$ cat src/spsl_pkg.sv
package spsl_pkg;

    localparam int NUM_CHANNELS = 2;
    localparam int CH_W = (NUM_CHANNELS > 1) ? $clog2(NUM_CHANNELS) : 1;

    localparam int CMD_W = 3;
    localparam int CHAN_SEL_W = 4;
    localparam int PULSE_W = 12;
    localparam int ANGLE_W = 8;
    localparam int STEP_W = 8;
    localparam int INTERVAL_W = 10;

    localparam int FULL_ANGLE = 180;
    localparam int CENTER_ANGLE = 90;
    localparam int RESET_MIN = 500;
    localparam int RESET_MAX = 2500;
    localparam int RESET_STEP = 5;
    localparam int RESET_INTERVAL = 10;
    localparam int HOME_PULSE = RESET_MIN
        + (CENTER_ANGLE * (RESET_MAX - RESET_MIN)) / FULL_ANGLE;
    localparam int TICK_CAP = 1023;

    localparam int DIV_W = 20;
    localparam int DIV_CNT_W = $clog2(DIV_W + 1);

    // x / 180 as ((x >> 2) * RECIP_45) >> 24, RECIP_45 just above 2**24 / 45
    localparam int RECIP_W = 19;
    localparam int RECIP_SHIFT = 24;
    localparam int RECIP_45 = 372829;
    localparam int RECIP_PROD_W = DIV_W - 2 + RECIP_W;

    localparam int CFG_IDX_W = 2;
    localparam int CFG_DATA_W = 12;

    typedef enum logic [CMD_W-1:0] {
        CMD_TICK    = 3'd0,
        CMD_SET     = 3'd1,
        CMD_ESTOP   = 3'd2,
        CMD_STOPALL = 3'd3,
        CMD_QUERY   = 3'd4
    } cmd_code_t;

    typedef enum logic [2:0] {
        OP_TICK    = 3'd0,
        OP_SET     = 3'd1,
        OP_ESTOP   = 3'd2,
        OP_STOPALL = 3'd3,
        OP_QUERY   = 3'd4,
        OP_REJECT  = 3'd5
    } op_kind_t;

    typedef enum logic [CFG_IDX_W-1:0] {
        REG_MIN_PULSE       = 2'd0,
        REG_MAX_PULSE       = 2'd1,
        REG_STEP_SIZE       = 2'd2,
        REG_UPDATE_INTERVAL = 2'd3
    } cfg_idx_t;

    typedef struct packed {
        logic [CMD_W-1:0]      cmd;
        logic [CHAN_SEL_W-1:0] chan_sel;
        logic [ANGLE_W-1:0]    req_angle;
    } item_t;

    typedef struct packed {
        logic [CHAN_SEL_W-1:0] out_chan;
        logic [PULSE_W-1:0]    pulse_now;
        logic [ANGLE_W-1:0]    angle_now;
        logic                  moving;
        logic                  active;
        logic                  rejected;
        logic                  last;
    } result_t;

    typedef struct packed {
        op_kind_t           kind;
        logic [CH_W-1:0]    chan;
        logic [ANGLE_W-1:0] angle;
    } op_t;

    typedef struct packed {
        logic               start;
        logic [DIV_W-1:0]   dividend;
        logic [PULSE_W-1:0] divisor;
    } div_req_t;

    typedef struct packed {
        logic             done;
        logic [DIV_W-1:0] quotient;
    } div_rsp_t;

endpackage

$ cat src/spsl_front.sv
module spsl_front (
    input  logic             push,
    input  spsl_pkg::item_t  item,
    output logic             full,
    output logic             op_push,
    output spsl_pkg::op_t    op_data,
    input  logic             op_full
);

    logic                              in_range;
    logic [spsl_pkg::ANGLE_W-1:0]      clamped;
    logic [spsl_pkg::CHAN_SEL_W-1:0]   sel_less;
    logic                              known;
    spsl_pkg::op_kind_t                kind;

    assign full = op_full;
    assign in_range = (item.chan_sel >= spsl_pkg::CHAN_SEL_W'(1))
        && (item.chan_sel <= spsl_pkg::CHAN_SEL_W'(spsl_pkg::NUM_CHANNELS));
    assign clamped = (item.req_angle > spsl_pkg::ANGLE_W'(spsl_pkg::FULL_ANGLE))
        ? spsl_pkg::ANGLE_W'(spsl_pkg::FULL_ANGLE) : item.req_angle;
    assign sel_less = item.chan_sel - spsl_pkg::CHAN_SEL_W'(1);

    always_comb
    begin
        known = 1'b1;
        kind = spsl_pkg::OP_QUERY;
        unique case (item.cmd)
            spsl_pkg::CMD_TICK:
            begin
                kind = spsl_pkg::OP_TICK;
            end
            spsl_pkg::CMD_STOPALL:
            begin
                kind = spsl_pkg::OP_STOPALL;
            end
            spsl_pkg::CMD_SET:
            begin
                kind = in_range ? spsl_pkg::OP_SET : spsl_pkg::OP_REJECT;
            end
            spsl_pkg::CMD_ESTOP:
            begin
                kind = in_range ? spsl_pkg::OP_ESTOP : spsl_pkg::OP_REJECT;
            end
            spsl_pkg::CMD_QUERY:
            begin
                kind = in_range ? spsl_pkg::OP_QUERY : spsl_pkg::OP_REJECT;
            end
            default:
            begin
                known = 1'b0;
            end
        endcase
    end

    // unknown commands are taken and dropped
    assign op_push = push && !op_full && known;
    assign op_data.kind = kind;
    assign op_data.chan = sel_less[spsl_pkg::CH_W-1:0];
    assign op_data.angle = clamped;

endmodule

$ cat src/spsl_op_queue.sv
module spsl_op_queue (
    input  logic           clk,
    input  logic           rst_n,
    input  logic           push,
    input  spsl_pkg::op_t  data_in,
    output logic           full,
    input  logic           pop,
    output logic           empty,
    output spsl_pkg::op_t  data_out
);

    spsl_pkg::op_t mem_reg [2];
    logic          wptr_reg;
    logic          wptr_next;
    logic          rptr_reg;
    logic          rptr_next;
    logic [1:0]    count_reg;
    logic [1:0]    count_next;
    logic          do_push;
    logic          do_pop;

    assign full = (count_reg == 2'd2);
    assign empty = (count_reg == 2'd0);
    assign do_push = push && !full;
    assign do_pop = pop && !empty;
    assign data_out = mem_reg[rptr_reg];

    always_comb
    begin
        wptr_next = do_push ? wptr_reg + 1'b1 : wptr_reg;
        rptr_next = do_pop ? rptr_reg + 1'b1 : rptr_reg;
        count_next = count_reg + {1'b0, do_push} - {1'b0, do_pop};
    end

    always_ff @(posedge clk or negedge rst_n)
    begin
        if (!rst_n)
        begin
            wptr_reg <= 1'b0;
            rptr_reg <= 1'b0;
            count_reg <= 2'd0;
        end
        else
        begin
            wptr_reg <= wptr_next;
            rptr_reg <= rptr_next;
            count_reg <= count_next;
        end
    end

    always_ff @(posedge clk)
    begin
        if (do_push)
        begin
            mem_reg[wptr_reg] <= data_in;
        end
    end

endmodule

$ cat src/spsl_res_queue.sv
module spsl_res_queue (
    input  logic              clk,
    input  logic              rst_n,
    input  logic              push,
    input  spsl_pkg::result_t data_in,
    output logic              full,
    input  logic              pop,
    output logic              empty,
    output spsl_pkg::result_t data_out
);

    spsl_pkg::result_t mem_reg [2];
    logic              wptr_reg;
    logic              wptr_next;
    logic              rptr_reg;
    logic              rptr_next;
    logic [1:0]        count_reg;
    logic [1:0]        count_next;
    logic              do_push;
    logic              do_pop;

    assign full = (count_reg == 2'd2);
    assign empty = (count_reg == 2'd0);
    assign do_push = push && !full;
    assign do_pop = pop && !empty;
    assign data_out = mem_reg[rptr_reg];

    always_comb
    begin
        wptr_next = do_push ? wptr_reg + 1'b1 : wptr_reg;
        rptr_next = do_pop ? rptr_reg + 1'b1 : rptr_reg;
        count_next = count_reg + {1'b0, do_push} - {1'b0, do_pop};
    end

    always_ff @(posedge clk or negedge rst_n)
    begin
        if (!rst_n)
        begin
            wptr_reg <= 1'b0;
            rptr_reg <= 1'b0;
            count_reg <= 2'd0;
        end
        else
        begin
            wptr_reg <= wptr_next;
            rptr_reg <= rptr_next;
            count_reg <= count_next;
        end
    end

    always_ff @(posedge clk)
    begin
        if (do_push)
        begin
            mem_reg[wptr_reg] <= data_in;
        end
    end

endmodule

$ cat src/spsl_divider.sv
module spsl_divider (
    input  logic               clk,
    input  logic               rst_n,
    input  spsl_pkg::div_req_t req,
    output spsl_pkg::div_rsp_t rsp
);

    logic                            busy_reg;
    logic                            busy_next;
    logic                            done_reg;
    logic                            done_next;
    logic [spsl_pkg::DIV_CNT_W-1:0]  cnt_reg;
    logic [spsl_pkg::DIV_CNT_W-1:0]  cnt_next;
    logic [spsl_pkg::DIV_W-1:0]      quo_reg;
    logic [spsl_pkg::DIV_W-1:0]      quo_next;
    logic [spsl_pkg::PULSE_W-1:0]    rem_reg;
    logic [spsl_pkg::PULSE_W-1:0]    rem_next;
    logic [spsl_pkg::PULSE_W-1:0]    dsr_reg;
    logic [spsl_pkg::PULSE_W-1:0]    dsr_next;
    logic [spsl_pkg::PULSE_W:0]      shifted;
    logic [spsl_pkg::PULSE_W:0]      diff;
    logic                            fits;

    assign shifted = {rem_reg, quo_reg[spsl_pkg::DIV_W-1]};
    assign diff = shifted - {1'b0, dsr_reg};
    assign fits = (shifted >= {1'b0, dsr_reg});

    assign rsp.done = done_reg;
    assign rsp.quotient = quo_reg;

    // restoring division, one quotient bit per cycle
    always_comb
    begin
        busy_next = busy_reg;
        done_next = 1'b0;
        cnt_next = cnt_reg;
        quo_next = quo_reg;
        rem_next = rem_reg;
        dsr_next = dsr_reg;
        if (req.start && !busy_reg)
        begin
            busy_next = 1'b1;
            cnt_next = spsl_pkg::DIV_CNT_W'(spsl_pkg::DIV_W);
            quo_next = req.dividend;
            rem_next = '0;
            dsr_next = req.divisor;
        end
        else if (busy_reg)
        begin
            rem_next = fits ? diff[spsl_pkg::PULSE_W-1:0] : shifted[spsl_pkg::PULSE_W-1:0];
            quo_next = {quo_reg[spsl_pkg::DIV_W-2:0], fits};
            cnt_next = cnt_reg - spsl_pkg::DIV_CNT_W'(1);
            if (cnt_reg == spsl_pkg::DIV_CNT_W'(1))
            begin
                busy_next = 1'b0;
                done_next = 1'b1;
            end
        end
    end

    always_ff @(posedge clk or negedge rst_n)
    begin
        if (!rst_n)
        begin
            busy_reg <= 1'b0;
            done_reg <= 1'b0;
            cnt_reg <= '0;
        end
        else
        begin
            busy_reg <= busy_next;
            done_reg <= done_next;
            cnt_reg <= cnt_next;
        end
    end

    always_ff @(posedge clk)
    begin
        quo_reg <= quo_next;
        rem_reg <= rem_next;
        dsr_reg <= dsr_next;
    end

endmodule

$ cat src/spsl_back.sv
module spsl_back (
    input  logic                                clk,
    input  logic                                rst_n,
    input  logic                                op_empty,
    input  spsl_pkg::op_t                       op_data,
    output logic                                op_pop,
    output logic                                res_push,
    output spsl_pkg::result_t                   res_data,
    input  logic                                res_full,
    output spsl_pkg::div_req_t                  div_req,
    input  spsl_pkg::div_rsp_t                  div_rsp,
    input  logic                                wr_en,
    input  logic [spsl_pkg::CFG_IDX_W-1:0]      wr_index,
    input  logic [spsl_pkg::CFG_DATA_W-1:0]     wr_data
);

    localparam int N = spsl_pkg::NUM_CHANNELS;
    localparam int PW = spsl_pkg::PULSE_W;
    localparam int IW = spsl_pkg::INTERVAL_W;

    typedef enum logic [8:0] {
        S_IDLE  = 9'b000000001,
        S_MUL   = 9'b000000010,
        S_SDIV  = 9'b000000100,
        S_SWAIT = 9'b000001000,
        S_APPLY = 9'b000010000,
        S_ANGLE = 9'b000100000,
        S_ADIV  = 9'b001000000,
        S_AWAIT = 9'b010000000,
        S_EMIT  = 9'b100000000
    } state_t;

    state_t                              state_reg;
    state_t                              state_next;
    spsl_pkg::op_kind_t                  kind_reg;
    spsl_pkg::op_kind_t                  kind_next;
    logic [spsl_pkg::CH_W-1:0]           ch_reg;
    logic [spsl_pkg::CH_W-1:0]           ch_next;
    logic [spsl_pkg::ANGLE_W-1:0]        ang_in_reg;
    logic [spsl_pkg::ANGLE_W-1:0]        ang_in_next;
    logic [spsl_pkg::ANGLE_W-1:0]        angle_reg;
    logic [spsl_pkg::ANGLE_W-1:0]        angle_next;
    logic [spsl_pkg::DIV_W-1:0]          dividend_reg;
    logic [spsl_pkg::DIV_W-1:0]          dividend_next;
    logic [PW-1:0]                       divisor_reg;
    logic [PW-1:0]                       divisor_next;
    logic [PW-1:0]                       setq_reg;
    logic [PW-1:0]                       setq_next;

    logic [PW-1:0]                       min_reg;
    logic [PW-1:0]                       min_next;
    logic [PW-1:0]                       max_reg;
    logic [PW-1:0]                       max_next;
    logic [spsl_pkg::STEP_W-1:0]         step_reg;
    logic [spsl_pkg::STEP_W-1:0]         step_next;
    logic [IW-1:0]                       intv_reg;
    logic [IW-1:0]                       intv_next;

    logic [PW-1:0]                       cur_reg [N];
    logic [PW-1:0]                       cur_next [N];
    logic [PW-1:0]                       tgt_reg [N];
    logic [PW-1:0]                       tgt_next [N];
    logic                                en_reg [N];
    logic                                en_next [N];
    logic [IW-1:0]                       el_reg [N];
    logic [IW-1:0]                       el_next [N];

    logic [PW-1:0]                       cur_w;
    logic [PW-1:0]                       tgt_w;
    logic [IW-1:0]                       el_inc;
    logic [PW-1:0]                       slew_w;
    logic [PW-1:0]                       up_gap;
    logic [PW-1:0]                       dn_gap;
    logic                                span_up;
    logic [PW-1:0]                       span;
    logic [spsl_pkg::DIV_W-1:0]          mul_set;
    logic [spsl_pkg::DIV_W-1:0]          mul_ang;
    logic [spsl_pkg::RECIP_PROD_W-1:0]   recip_prod;
    logic                                multi;
    logic                                last_ch;
    logic                                rej;

    assign cur_w = cur_reg[ch_reg];
    assign tgt_w = tgt_reg[ch_reg];
    assign el_inc = (el_reg[ch_reg] < IW'(spsl_pkg::TICK_CAP))
        ? el_reg[ch_reg] + IW'(1) : el_reg[ch_reg];
    assign up_gap = tgt_w - cur_w;
    assign dn_gap = cur_w - tgt_w;

    always_comb
    begin
        if (cur_w < tgt_w)
        begin
            slew_w = (up_gap <= PW'(step_reg)) ? tgt_w : cur_w + PW'(step_reg);
        end
        else if (cur_w > tgt_w)
        begin
            slew_w = (dn_gap <= PW'(step_reg)) ? tgt_w : cur_w - PW'(step_reg);
        end
        else
        begin
            slew_w = cur_w;
        end
    end

    assign span_up = (max_reg >= min_reg);
    assign span = span_up ? max_reg - min_reg : min_reg - max_reg;
    assign mul_set = spsl_pkg::DIV_W'(ang_in_reg) * spsl_pkg::DIV_W'(span);
    assign mul_ang = spsl_pkg::DIV_W'(cur_w - min_reg)
        * spsl_pkg::DIV_W'(spsl_pkg::FULL_ANGLE);
    assign recip_prod = spsl_pkg::RECIP_PROD_W'(dividend_reg[spsl_pkg::DIV_W-1:2])
        * spsl_pkg::RECIP_PROD_W'(spsl_pkg::RECIP_45);
    assign multi = (kind_reg == spsl_pkg::OP_TICK) || (kind_reg == spsl_pkg::OP_STOPALL);
    assign last_ch = (ch_reg == spsl_pkg::CH_W'(N - 1));
    assign rej = (kind_reg == spsl_pkg::OP_REJECT);

    always_comb
    begin
        if (rej)
        begin
            res_data = '0;
            res_data.rejected = 1'b1;
            res_data.last = 1'b1;
        end
        else
        begin
            res_data.out_chan = spsl_pkg::CHAN_SEL_W'(ch_reg) + spsl_pkg::CHAN_SEL_W'(1);
            res_data.pulse_now = cur_w;
            res_data.angle_now = angle_reg;
            res_data.moving = (cur_w != tgt_w);
            res_data.active = en_reg[ch_reg];
            res_data.rejected = 1'b0;
            res_data.last = !multi || last_ch;
        end
    end

    always_comb
    begin
        state_next = state_reg;
        kind_next = kind_reg;
        ch_next = ch_reg;
        ang_in_next = ang_in_reg;
        angle_next = angle_reg;
        dividend_next = dividend_reg;
        divisor_next = divisor_reg;
        setq_next = setq_reg;
        min_next = min_reg;
        max_next = max_reg;
        step_next = step_reg;
        intv_next = intv_reg;
        cur_next = cur_reg;
        tgt_next = tgt_reg;
        en_next = en_reg;
        el_next = el_reg;
        op_pop = 1'b0;
        res_push = 1'b0;
        div_req.start = 1'b0;
        div_req.dividend = dividend_reg;
        div_req.divisor = divisor_reg;

        if (wr_en)
        begin
            unique case (wr_index)
                spsl_pkg::REG_MIN_PULSE:       min_next = wr_data[PW-1:0];
                spsl_pkg::REG_MAX_PULSE:       max_next = wr_data[PW-1:0];
                spsl_pkg::REG_STEP_SIZE:       step_next = wr_data[spsl_pkg::STEP_W-1:0];
                spsl_pkg::REG_UPDATE_INTERVAL: intv_next = wr_data[IW-1:0];
                default:                       min_next = min_reg;
            endcase
        end

        unique case (state_reg)
            S_IDLE:
            begin
                if (!op_empty)
                begin
                    op_pop = 1'b1;
                    kind_next = op_data.kind;
                    ang_in_next = op_data.angle;
                    if ((op_data.kind == spsl_pkg::OP_TICK)
                        || (op_data.kind == spsl_pkg::OP_STOPALL))
                    begin
                        ch_next = '0;
                    end
                    else
                    begin
                        ch_next = op_data.chan;
                    end
                    if (op_data.kind == spsl_pkg::OP_REJECT)
                    begin
                        state_next = S_EMIT;
                    end
                    else if (op_data.kind == spsl_pkg::OP_SET)
                    begin
                        state_next = S_MUL;
                    end
                    else
                    begin
                        state_next = S_APPLY;
                    end
                end
            end
            S_MUL:
            begin
                dividend_next = mul_set;
                state_next = S_SDIV;
            end
            S_SDIV:
            begin
                setq_next = recip_prod[spsl_pkg::RECIP_SHIFT +: PW];
                state_next = S_SWAIT;
            end
            S_SWAIT:
            begin
                tgt_next[ch_reg] = span_up ? min_reg + setq_reg : min_reg - setq_reg;
                en_next[ch_reg] = 1'b1;
                el_next[ch_reg] = '0;
                state_next = S_ANGLE;
            end
            S_APPLY:
            begin
                unique case (kind_reg)
                    spsl_pkg::OP_TICK:
                    begin
                        if (en_reg[ch_reg])
                        begin
                            if (el_inc >= intv_reg)
                            begin
                                el_next[ch_reg] = '0;
                                cur_next[ch_reg] = slew_w;
                            end
                            else
                            begin
                                el_next[ch_reg] = el_inc;
                            end
                        end
                    end
                    spsl_pkg::OP_STOPALL, spsl_pkg::OP_ESTOP:
                    begin
                        tgt_next[ch_reg] = cur_w;
                    end
                    default:
                    begin
                        tgt_next[ch_reg] = tgt_w;
                    end
                endcase
                state_next = S_ANGLE;
            end
            S_ANGLE:
            begin
                if ((max_reg <= min_reg) || (cur_w <= min_reg))
                begin
                    angle_next = '0;
                    state_next = S_EMIT;
                end
                else if (cur_w >= max_reg)
                begin
                    angle_next = spsl_pkg::ANGLE_W'(spsl_pkg::FULL_ANGLE);
                    state_next = S_EMIT;
                end
                else
                begin
                    dividend_next = mul_ang;
                    divisor_next = max_reg - min_reg;
                    state_next = S_ADIV;
                end
            end
            S_ADIV:
            begin
                div_req.start = 1'b1;
                state_next = S_AWAIT;
            end
            S_AWAIT:
            begin
                if (div_rsp.done)
                begin
                    angle_next = div_rsp.quotient[spsl_pkg::ANGLE_W-1:0];
                    state_next = S_EMIT;
                end
            end
            S_EMIT:
            begin
                if (!res_full)
                begin
                    res_push = 1'b1;
                    if (multi && !last_ch)
                    begin
                        ch_next = ch_reg + spsl_pkg::CH_W'(1);
                        state_next = S_APPLY;
                    end
                    else
                    begin
                        state_next = S_IDLE;
                    end
                end
            end
            default:
            begin
                state_next = S_IDLE;
            end
        endcase
    end

    always_ff @(posedge clk or negedge rst_n)
    begin
        if (!rst_n)
        begin
            state_reg <= S_IDLE;
            kind_reg <= spsl_pkg::OP_TICK;
            ch_reg <= '0;
            min_reg <= PW'(spsl_pkg::RESET_MIN);
            max_reg <= PW'(spsl_pkg::RESET_MAX);
            step_reg <= spsl_pkg::STEP_W'(spsl_pkg::RESET_STEP);
            intv_reg <= IW'(spsl_pkg::RESET_INTERVAL);
            for (int i = 0; i < N; i++)
            begin
                cur_reg[i] <= PW'(spsl_pkg::HOME_PULSE);
                tgt_reg[i] <= PW'(spsl_pkg::HOME_PULSE);
                en_reg[i] <= 1'b0;
                el_reg[i] <= '0;
            end
        end
        else
        begin
            state_reg <= state_next;
            kind_reg <= kind_next;
            ch_reg <= ch_next;
            min_reg <= min_next;
            max_reg <= max_next;
            step_reg <= step_next;
            intv_reg <= intv_next;
            cur_reg <= cur_next;
            tgt_reg <= tgt_next;
            en_reg <= en_next;
            el_reg <= el_next;
        end
    end

    always_ff @(posedge clk)
    begin
        ang_in_reg <= ang_in_next;
        angle_reg <= angle_next;
        dividend_reg <= dividend_next;
        divisor_reg <= divisor_next;
        setq_reg <= setq_next;
    end

endmodule

$ cat src/servo_pulse_slew_limiter_unit.sv
// channel   direction  handshake             payload
// command   in         push / full           item   (cmd, chan_sel, req_angle)
// result    out        pop / empty           result (out_chan .. last)
// config    in         wr_en, no wait        wr_index, wr_data
//
// commands queue two deep in front of a single sequencer; results queue two deep after it
// per channel: S_APPLY, S_ANGLE, S_EMIT; S_ADIV, S_AWAIT too when the angle is divided
// a command is taken in S_IDLE; set angle finds its target in S_MUL..S_SWAIT, not S_APPLY
// reset clears the queues, loads register defaults and centers every channel
// a full result queue stalls the sequencer while commands keep queuing until full

module servo_pulse_slew_limiter_unit (
    input  logic                                clk,
    input  logic                                rst_n,
    input  logic                                push,
    input  spsl_pkg::item_t                     item,
    output logic                                full,
    output logic                                empty,
    input  logic                                pop,
    output spsl_pkg::result_t                   result,
    input  logic                                wr_en,
    input  logic [spsl_pkg::CFG_IDX_W-1:0]      wr_index,
    input  logic [spsl_pkg::CFG_DATA_W-1:0]     wr_data
);

    logic               op_push;
    logic               op_full;
    logic               op_empty;
    logic               op_pop;
    spsl_pkg::op_t      op_in;
    spsl_pkg::op_t      op_out;
    logic               res_push;
    logic               res_full;
    spsl_pkg::result_t  res_in;
    spsl_pkg::div_req_t div_req;
    spsl_pkg::div_rsp_t div_rsp;

    spsl_front u_front (
        .push    (push),
        .item    (item),
        .full    (full),
        .op_push (op_push),
        .op_data (op_in),
        .op_full (op_full)
    );

    spsl_op_queue u_op_queue (
        .clk      (clk),
        .rst_n    (rst_n),
        .push     (op_push),
        .data_in  (op_in),
        .full     (op_full),
        .pop      (op_pop),
        .empty    (op_empty),
        .data_out (op_out)
    );

    spsl_divider u_divider (
        .clk   (clk),
        .rst_n (rst_n),
        .req   (div_req),
        .rsp   (div_rsp)
    );

    spsl_back u_back (
        .clk      (clk),
        .rst_n    (rst_n),
        .op_empty (op_empty),
        .op_data  (op_out),
        .op_pop   (op_pop),
        .res_push (res_push),
        .res_data (res_in),
        .res_full (res_full),
        .div_req  (div_req),
        .div_rsp  (div_rsp),
        .wr_en    (wr_en),
        .wr_index (wr_index),
        .wr_data  (wr_data)
    );

    spsl_res_queue u_res_queue (
        .clk      (clk),
        .rst_n    (rst_n),
        .push     (res_push),
        .data_in  (res_in),
        .full     (res_full),
        .pop      (pop),
        .empty    (empty),
        .data_out (result)
    );

    a_op_no_overflow: assert property (@(posedge clk) disable iff (!rst_n)
        !(op_push && op_full))
        else $error("command queue written while full");

    a_res_no_overflow: assert property (@(posedge clk) disable iff (!rst_n)
        !(res_push && res_full))
        else $error("result queue written while full");

    a_no_pop_when_empty: assert property (@(posedge clk) disable iff (!rst_n)
        !(op_pop && op_empty))
        else $error("sequencer took a command from an empty queue");

    a_angle_range: assert property (@(posedge clk) disable iff (!rst_n)
        res_push |-> (res_in.angle_now <= spsl_pkg::ANGLE_W'(spsl_pkg::FULL_ANGLE)))
        else $error("reported angle above full angle");

endmodule
$ cat config.mk
export PLATFORM = sky130hd
export DESIGN_NAME = servo_pulse_slew_limiter_unit
export DESIGN_NICKNAME = d
export VERILOG_FILES = /design/src/spsl_pkg.sv /design/src/spsl_front.sv /design/src/spsl_op_queue.sv /design/src/spsl_res_queue.sv /design/src/spsl_divider.sv /design/src/spsl_back.sv /design/src/servo_pulse_slew_limiter_unit.sv
export SDC_FILE = /design/constraint.sdc
export NUM_CORES = 1
export LEC_CHECK = 0
export ABC_AREA = 1
export BUFFER_PORTS_ARGS = -buffer_cell sky130_fd_sc_hd__buf_4
export CORE_MARGIN = 2
export CORE_UTILIZATION = 33
export CTS_CLUSTER_DIAMETER = 120
export DETAILED_ROUTE_END_ITERATION = 10
export SKIP_LAST_GASP = 1
export SYNTH_ARGS = -nofsm -noshare
export SYNTH_HDL_FRONTEND = slang
export SYNTH_SLANG_ARGS = --single-unit
$ cat constraint.sdc
create_clock -name clk -period 6.7 [get_ports clk]
set_input_delay 1.005 -clock clk [delete_from_list [all_inputs] [get_ports clk]]
set_output_delay 1.005 -clock clk [all_outputs]
set_load 0.01 [all_outputs]
Yosys cells after proc, flatten, opt, wreduce, memory -nomap -nowiden
Memories as Yosys holds them, arrays and structs flattened.
Cells that the tools add are included.
{ "totals": {"reg_bits": 244, "latch_bits": 0, "ramBits": 80, "romBits": 0, "inputBits": 34, "output_inout_bits": 30, "word_cells": 251, "memories": 2} }
{ "classes": {"add_sub_neg": 23, "n_mul": 3, "n_div": 0, "magnitude_cmp": 16, "eq_ne": 36, "shifts": 0, "n_mux": 84, "bitwise_logic": 7, "n_reduce_logical": 48} }
{ "memory_table": {"columns": ["memory", "words", "width", "read_ports", "rd_clocked_by_memory_dff", "wr", "line", "source"], "rows": [
  ["u_res_queue.mem_reg", 2, 28, 1, 0, 1, "spsl_res_queue.sv:12", "spsl_pkg::result_t mem_reg [2];"],
  ["u_op_queue.mem_reg", 2, 12, 1, 0, 1, "spsl_op_queue.sv:12", "spsl_pkg::op_t mem_reg [2];"]
]} }
{ "ops": {"columns": ["op", "count"], "rows": [
  ["$mux W12", 14],
  ["$mux W20", 7],
  ["$bwmux W24", 4],
  ["$pmux W24 S2", 2],
  ["$pmux W20 S2", 2],
  ["$pmux W9 S8", 1],
  ["$sub A12 B12 Y12", 6],
  ["$mux W9", 6],
  ["$mux W10", 5],
  ["$mul A18 B19 Y36 const B", 1],
  ["$mux W8", 4],
  ["$mux W28", 1],
  ["$mux W1", 25],
  ["$ge A12 B12 Y1", 2],
  ["$le A12 B12 Y1", 2],
  ["$le A12 B8 Y1", 2],
  ["$and A20 B20 Y20", 1],
  ["$bwmux W20", 1],
  ["$mul A20 B6 Y18 const B", 1],
  ["$mul A8 B12 Y20", 1],
  ["$mux W5", 4],
  ["$not A20 Y20", 1],
  ["$pmux W8 S2", 1],
  ["$eq A3 B2 Y1 const B", 5],
  ["other kinds (59)", 118]
]} }

Longest topological paths before layout
{ "depth": {"ltp_word": 11, "mapped_depth": 37, "ltp_nobuf": 34} }

Cells and area by module
A second synthesis with hierarchy kept.
{ "hier_totals": {"cells_unflattened": 3907, "area_unflattened_um2": 31154.9} }
{ "modules_own_cells": {"columns": ["module", "n_inst", "cells_per_inst", "area_per_inst_um2", "seq_area_each_um2"], "rows": [
  ["spsl_back", 1, 3217, 24577.3, 4984.8],
  ["spsl_divider", 1, 363, 2955.3, 1376.3],
  ["spsl_res_queue", 1, 180, 2278.4, 1781.7],
  ["spsl_op_queue", 1, 96, 1108.6, 820.8],
  ["spsl_front", 1, 51, 235.2, 0.0]
]} }

Worst setup path after synthesis
No wires, ideal clock.
{ "synth_timing": {"path_kind": "register to register", "from": "register u_back.max_reg[0]", "to": "register u_back.dividend_reg[16] in the netlist's numbering (data pin)", "setup_ps": 253, "t_arrival_ps": 5774, "required_time_ps": 6447, "path_slack_ps": 673, "stages_incl_launch_ff": 32, "path_cell_list": "dfrtp_1 inv_1 ha_1 inv_1 fa_1 nand2_1 nand2_1 nand3_1 nand4_2 nor2_4 buf_4 o21ai_2 or2_2 fa_1 fa_1 inv_1 fa_1 inv_1 fa_1 inv_1 ha_1 nand2_1 inv_1 a21oi_1 o21ai_0 nand3_1 a31oi_1 nand2_1 nand2_1 nand2_1 nand3_1 nand2_1"} }
{ "synth_via": {"elab_chain_cells": 4, "elab_cells_between_ends": 6, "cone_classes": "add/sub: 2; mul: 1; order compare: 1; mux: 2"} }
{ "synth_lines": {"columns": ["item", "line", "source"], "rows": [
  ["start, declared", "spsl_back.sv:52", "logic [PW-1:0] max_reg;"],
  ["start signal, assigned", "spsl_back.sv:312", "max_reg <= PW'(spsl_pkg::RESET_MAX);"],
  ["start signal, assigned", "spsl_back.sv:329", "max_reg <= max_next;"],
  ["$sub A12 B12 Y12 or $ge A12 B12 Y1 (tied branches)", "spsl_back.sv:107, spsl_back.sv:106", null],
  ["$mux W12 *", "spsl_back.sv:107", "assign span = span_up ? max_reg - min_reg : min_reg - max_reg;"],
  ["$mul A8 B12 Y20 *", "spsl_back.sv:108", "assign mul_set = spsl_pkg::DIV_W'(ang_in_reg) * spsl_pkg::DIV_W'(span);"],
  ["$pmux W20 S2 *", "spsl_back.sv:172", "unique case (state_reg)"],
  ["via u_back.dividend_next, one bit", "spsl_back.sv:44", "logic [spsl_pkg::DIV_W-1:0] dividend_next;"],
  ["end signal, assigned", "spsl_back.sv:343", "dividend_reg <= dividend_next;"],
  ["end, declared", "spsl_back.sv:43", "logic [spsl_pkg::DIV_W-1:0] dividend_reg;"]
]} }
The timed path passes the listed nets; every way through them passes the cells marked *.
A chain may end at the register's enable or synchronous reset.

Worst setup path in the final report
{ "layout_timing": {"from": "register u_back.max_reg[0]", "to": "register u_back.dividend_reg[19] in the netlist's numbering (data pin)"} }
Same word-level chain as after synthesis.

==> impl_metrics.toml <==
[logic_synthesis]
synth-seq-area-share = 0.289
synth-edff-count = 168
synth_warnings = 0
syn_area_per_cell_um2 = 8.18
post_synth_inst_count = 3746
synth-async-reset-ratio = 0.438
netlist-cell-type-count = 70
synthesis.area_um2 = 30600
synth_flop_cell = "edfxtp_1"
synth.ff_latch_count = 320

[clock_network]
cts_sinks = 320
cts.reportedPaths.clkPinSlew_ns = 0.06
ctsLongestPathBuffers = 3
hold_bufs_inserted_after_cts = 0
ctsHtreeMaxLevel = 2
tritoncts = "yes"
cts_inserted_buffers = 39
cts_root_buffer = "clkbuf_16"
worstSkewPairLatency_ns = 0.58

[sta]
max_slew_margin = 0.279
final.setup.worst_slack_ns = 0.413
final.min_clock_period_ns = 6.29
rsz_0062_raised_after_global_routing = "yes"
fin_setup_tns_ns = 0
final-max-slew-violation-count = 0
final-setup-viol-count = 0
hold_violations = 0
period_utilization_post_route = 0.938
skew_ns = 0.0414
worst_slew_pin_slew_ns = 1.08
fmax_ghz = 0.159

[critical_path]
critPathCaptureType = "flop"
timing.critical_path.fanout_max = 8
timing.reg2reg.worst_path_depth = 28
critical_path.slowest_cell = "fa_1"
worst_setup_path_startpoint = "u_back.max_reg[0]$_DFFE_PN0P_"
crit_path_frequent_cell = "inv_1"
r2r-start = "u_back.max_reg[0]$_DFFE_PN0P_"
startpoint_type = "flop"
worst_ep_arrival_time_ns = 6.58
worst_setup_slack_for_register_to_register_paths_ns = 0.41
cpPeakStageDelay_ns = 0.54
cp_data_required_time_ns = 6.99
crit_type = "flop to flop"
r2r_end = "u_back.dividend_reg[19]$_DFFE_PP_"

[global_routing]
number_of_global_route_vias_before_repair = 23700
groute.usage.overall = 0.182
maximum_number_of_pins_on_one_net_before_global_route_repair = 72
first_pass_grt_wire_length_um = 135000
grt-ovfl-total = 0
grt_antenna_before_repair = 1

[finish]
layout-area-overhead-vs-synth_pct = 11.2
layout_commonest_cell = "nand2_1"
largest_register_ffs = 52
stdcell_area_um2 = 34100
num-nets-final = 4419
antenna-diode-count = 0
drive_gt1_frac = 0.0853
most-common-layout-cells = "827 x nand2_1, 691 x inv_1, 356 x ha_1"
post_layout_nonfiller_instances = 5098

[detailed_routing]
wl_per_cell_um = 17.0
drc = 0
drt_iter0_drc = 1961
drtPass1Iterations = 5
via_per_inst = 4.86
final_antenna_net_count = 0
via_count = 24800
detail_route.wirelength_um = 86600

[floorplan]
die_width_um = 309
core_area_um2 = 91800
rows = 111
io_pins = 64
floorplan.initialDensity = 0.334
design.die.area_um2 = 95300
die-height_um = 309

[place]
detailed_place.area_um2 = 32600
gp_congestion = 0.914
place.detailed.hpwl_um = 70500
port-buffer-count = 61
dpl_worst_slack_ns = 0.176
placed_instances = 5022

[worst_hold_path]
worst_hold_startpoint = "u_back.divisor_reg[4]$_DFFE_PP_"
timing.hold.worst_endpoint = "u_divider.dsr_reg[4]$_DFFE_PP_"
hold-path-cell-count = 0
timing.hold.worst.class = "flop to flop"

[job]
timing.max_cap.violations = 0

[run_status]
outcome = "completed"
## metrics by stage
step / util / hold WS (ns)
final: 0.371 / 0.416
after global routing: 0.371 / 0.439
after CTS: 0.370 / 0.418
after detailed placement: 0.356 / 0.405
after global placement: 0.356 / 0.405
after floorplan: - / 0.400
## synth_stat cells (all sizes together) (2+ instances only)
library cell | n | area (um2)
xor2 | 97 | 868
nor3 | 34 | 175
dfxtp | 12 | 240
a31oi | 16 | 100
a221oi | 3 | 26.3
clkbuf | 43 | 163
ha | 358 | 4480
nor4 | 10 | 68.8
o211ai | 11 | 87.6
o21a | 11 | 82.6
a211oi | 6 | 45.0
mux2i | 3 | 30.0
buf | 34 | 233
or3 | 2 | 12.5
and3 | 2 | 12.5
o2111ai | 3 | 26.3
and2 | 2 | 12.5
o31ai | 7 | 57.6
fa | 203 | 4060
edfxtp | 168 | 5040
clkinv | 12 | 46.3
nand4 | 36 | 259
or2 | 15 | 93.8
inv | 704 | 2640
o21ai | 238 | 1230
nand3b | 4 | 30.0
a21boi | 3 | 22.5
xnor2 | 29 | 269
o211a | 2 | 20.0
nand2 | 843 | 3200
a21oi | 200 | 1000
o21bai | 20 | 165
dfstp | 44 | 1160
a22oi | 15 | 113
nand3 | 127 | 666
a21o | 12 | 90.1
nor2 | 291 | 1200
o22ai | 24 | 150
dfrtp | 96 | 2400
## per-layer routing
layer / vias to the layer above / wire length, um / GRT usage
met2: 668 / 36300 / 0.266
met4: 0 / 2180 / 0.0478
met1: 11800 / 41600 / 0.269
met3: 102 / 6540 / 0.0411
met5: - / 0 / 0
li1: 12200 / - / -
## how the worst max path moves through the flow
| stage | endpoint | depth (start not counted) |
|---|---|---|
| after floorplan | u_back.dividend_reg[16]$_DFFE_PP_ | 31 |
| after global placement | u_back.dividend_reg[19]$_DFFE_PP_ | 30 |
| after detailed placement | u_back.dividend_reg[19]$_DFFE_PP_ | 30 |
| after CTS | u_back.dividend_reg[19]$_DFFE_PP_ | 30 |
| after global routing | u_back.dividend_reg[19]$_DFFE_PP_ | 29 |
| final | u_back.dividend_reg[19]$_DFFE_PP_ | 28 |
## worst max-delay path, delay by kind of cell (launching register included)
kind,cells,cell delay [ns]
adder cells (fa/ha/maj),7,3.04
flip-flops,1,0.41
AND/OR/NAND/NOR,8,0.87
AO/OA/AOI/OAI,4,0.88
buffers and inverters,7,0.53
XOR/XNOR,2,0.29
## area by class of cell
| class | instances | area (um2) |
|---|---|---|
| repair buffers | 112 | 845 |
| multi-input cells | 2635 | 18800 |
| flip-flops and latches | 320 | 8840 |
| well taps | 1243 | 1560 |
| inverters | 716 | 2690 |
| fillers | 9488 | 57700 |
| clock buffers | 49 | 1050 |
| clock inverters | 23 | 300 |
## cells by family (layout without fill, tap and decap cells)
logic type / count (synthesis) / in the layout / synth area share
mux: 3 / 3 / 0.000980
fa+ha+maj: 561 / 561 / 0.279
xor+xnor: 126 / 126 / 0.0371
buf+inv: 793 / 900 / 0.101
other cells: 1 / 2 / 0.000122
simple gates: 1366 / 1367 / 0.187
flops: 320 / 320 / 0.289
compound gates: 576 / 576 / 0.107
## what timing repair did
action / 4_1_cts / 5_1_grt
buffers inserted: 0 / 3
gates resized for setup: 0 / 14
endpoints found under the setup margin: 0 / 10
Power is left out: the tool's default activity adds up to more than one toggle a clock period on the data nets, which glitch-free logic cannot reach.
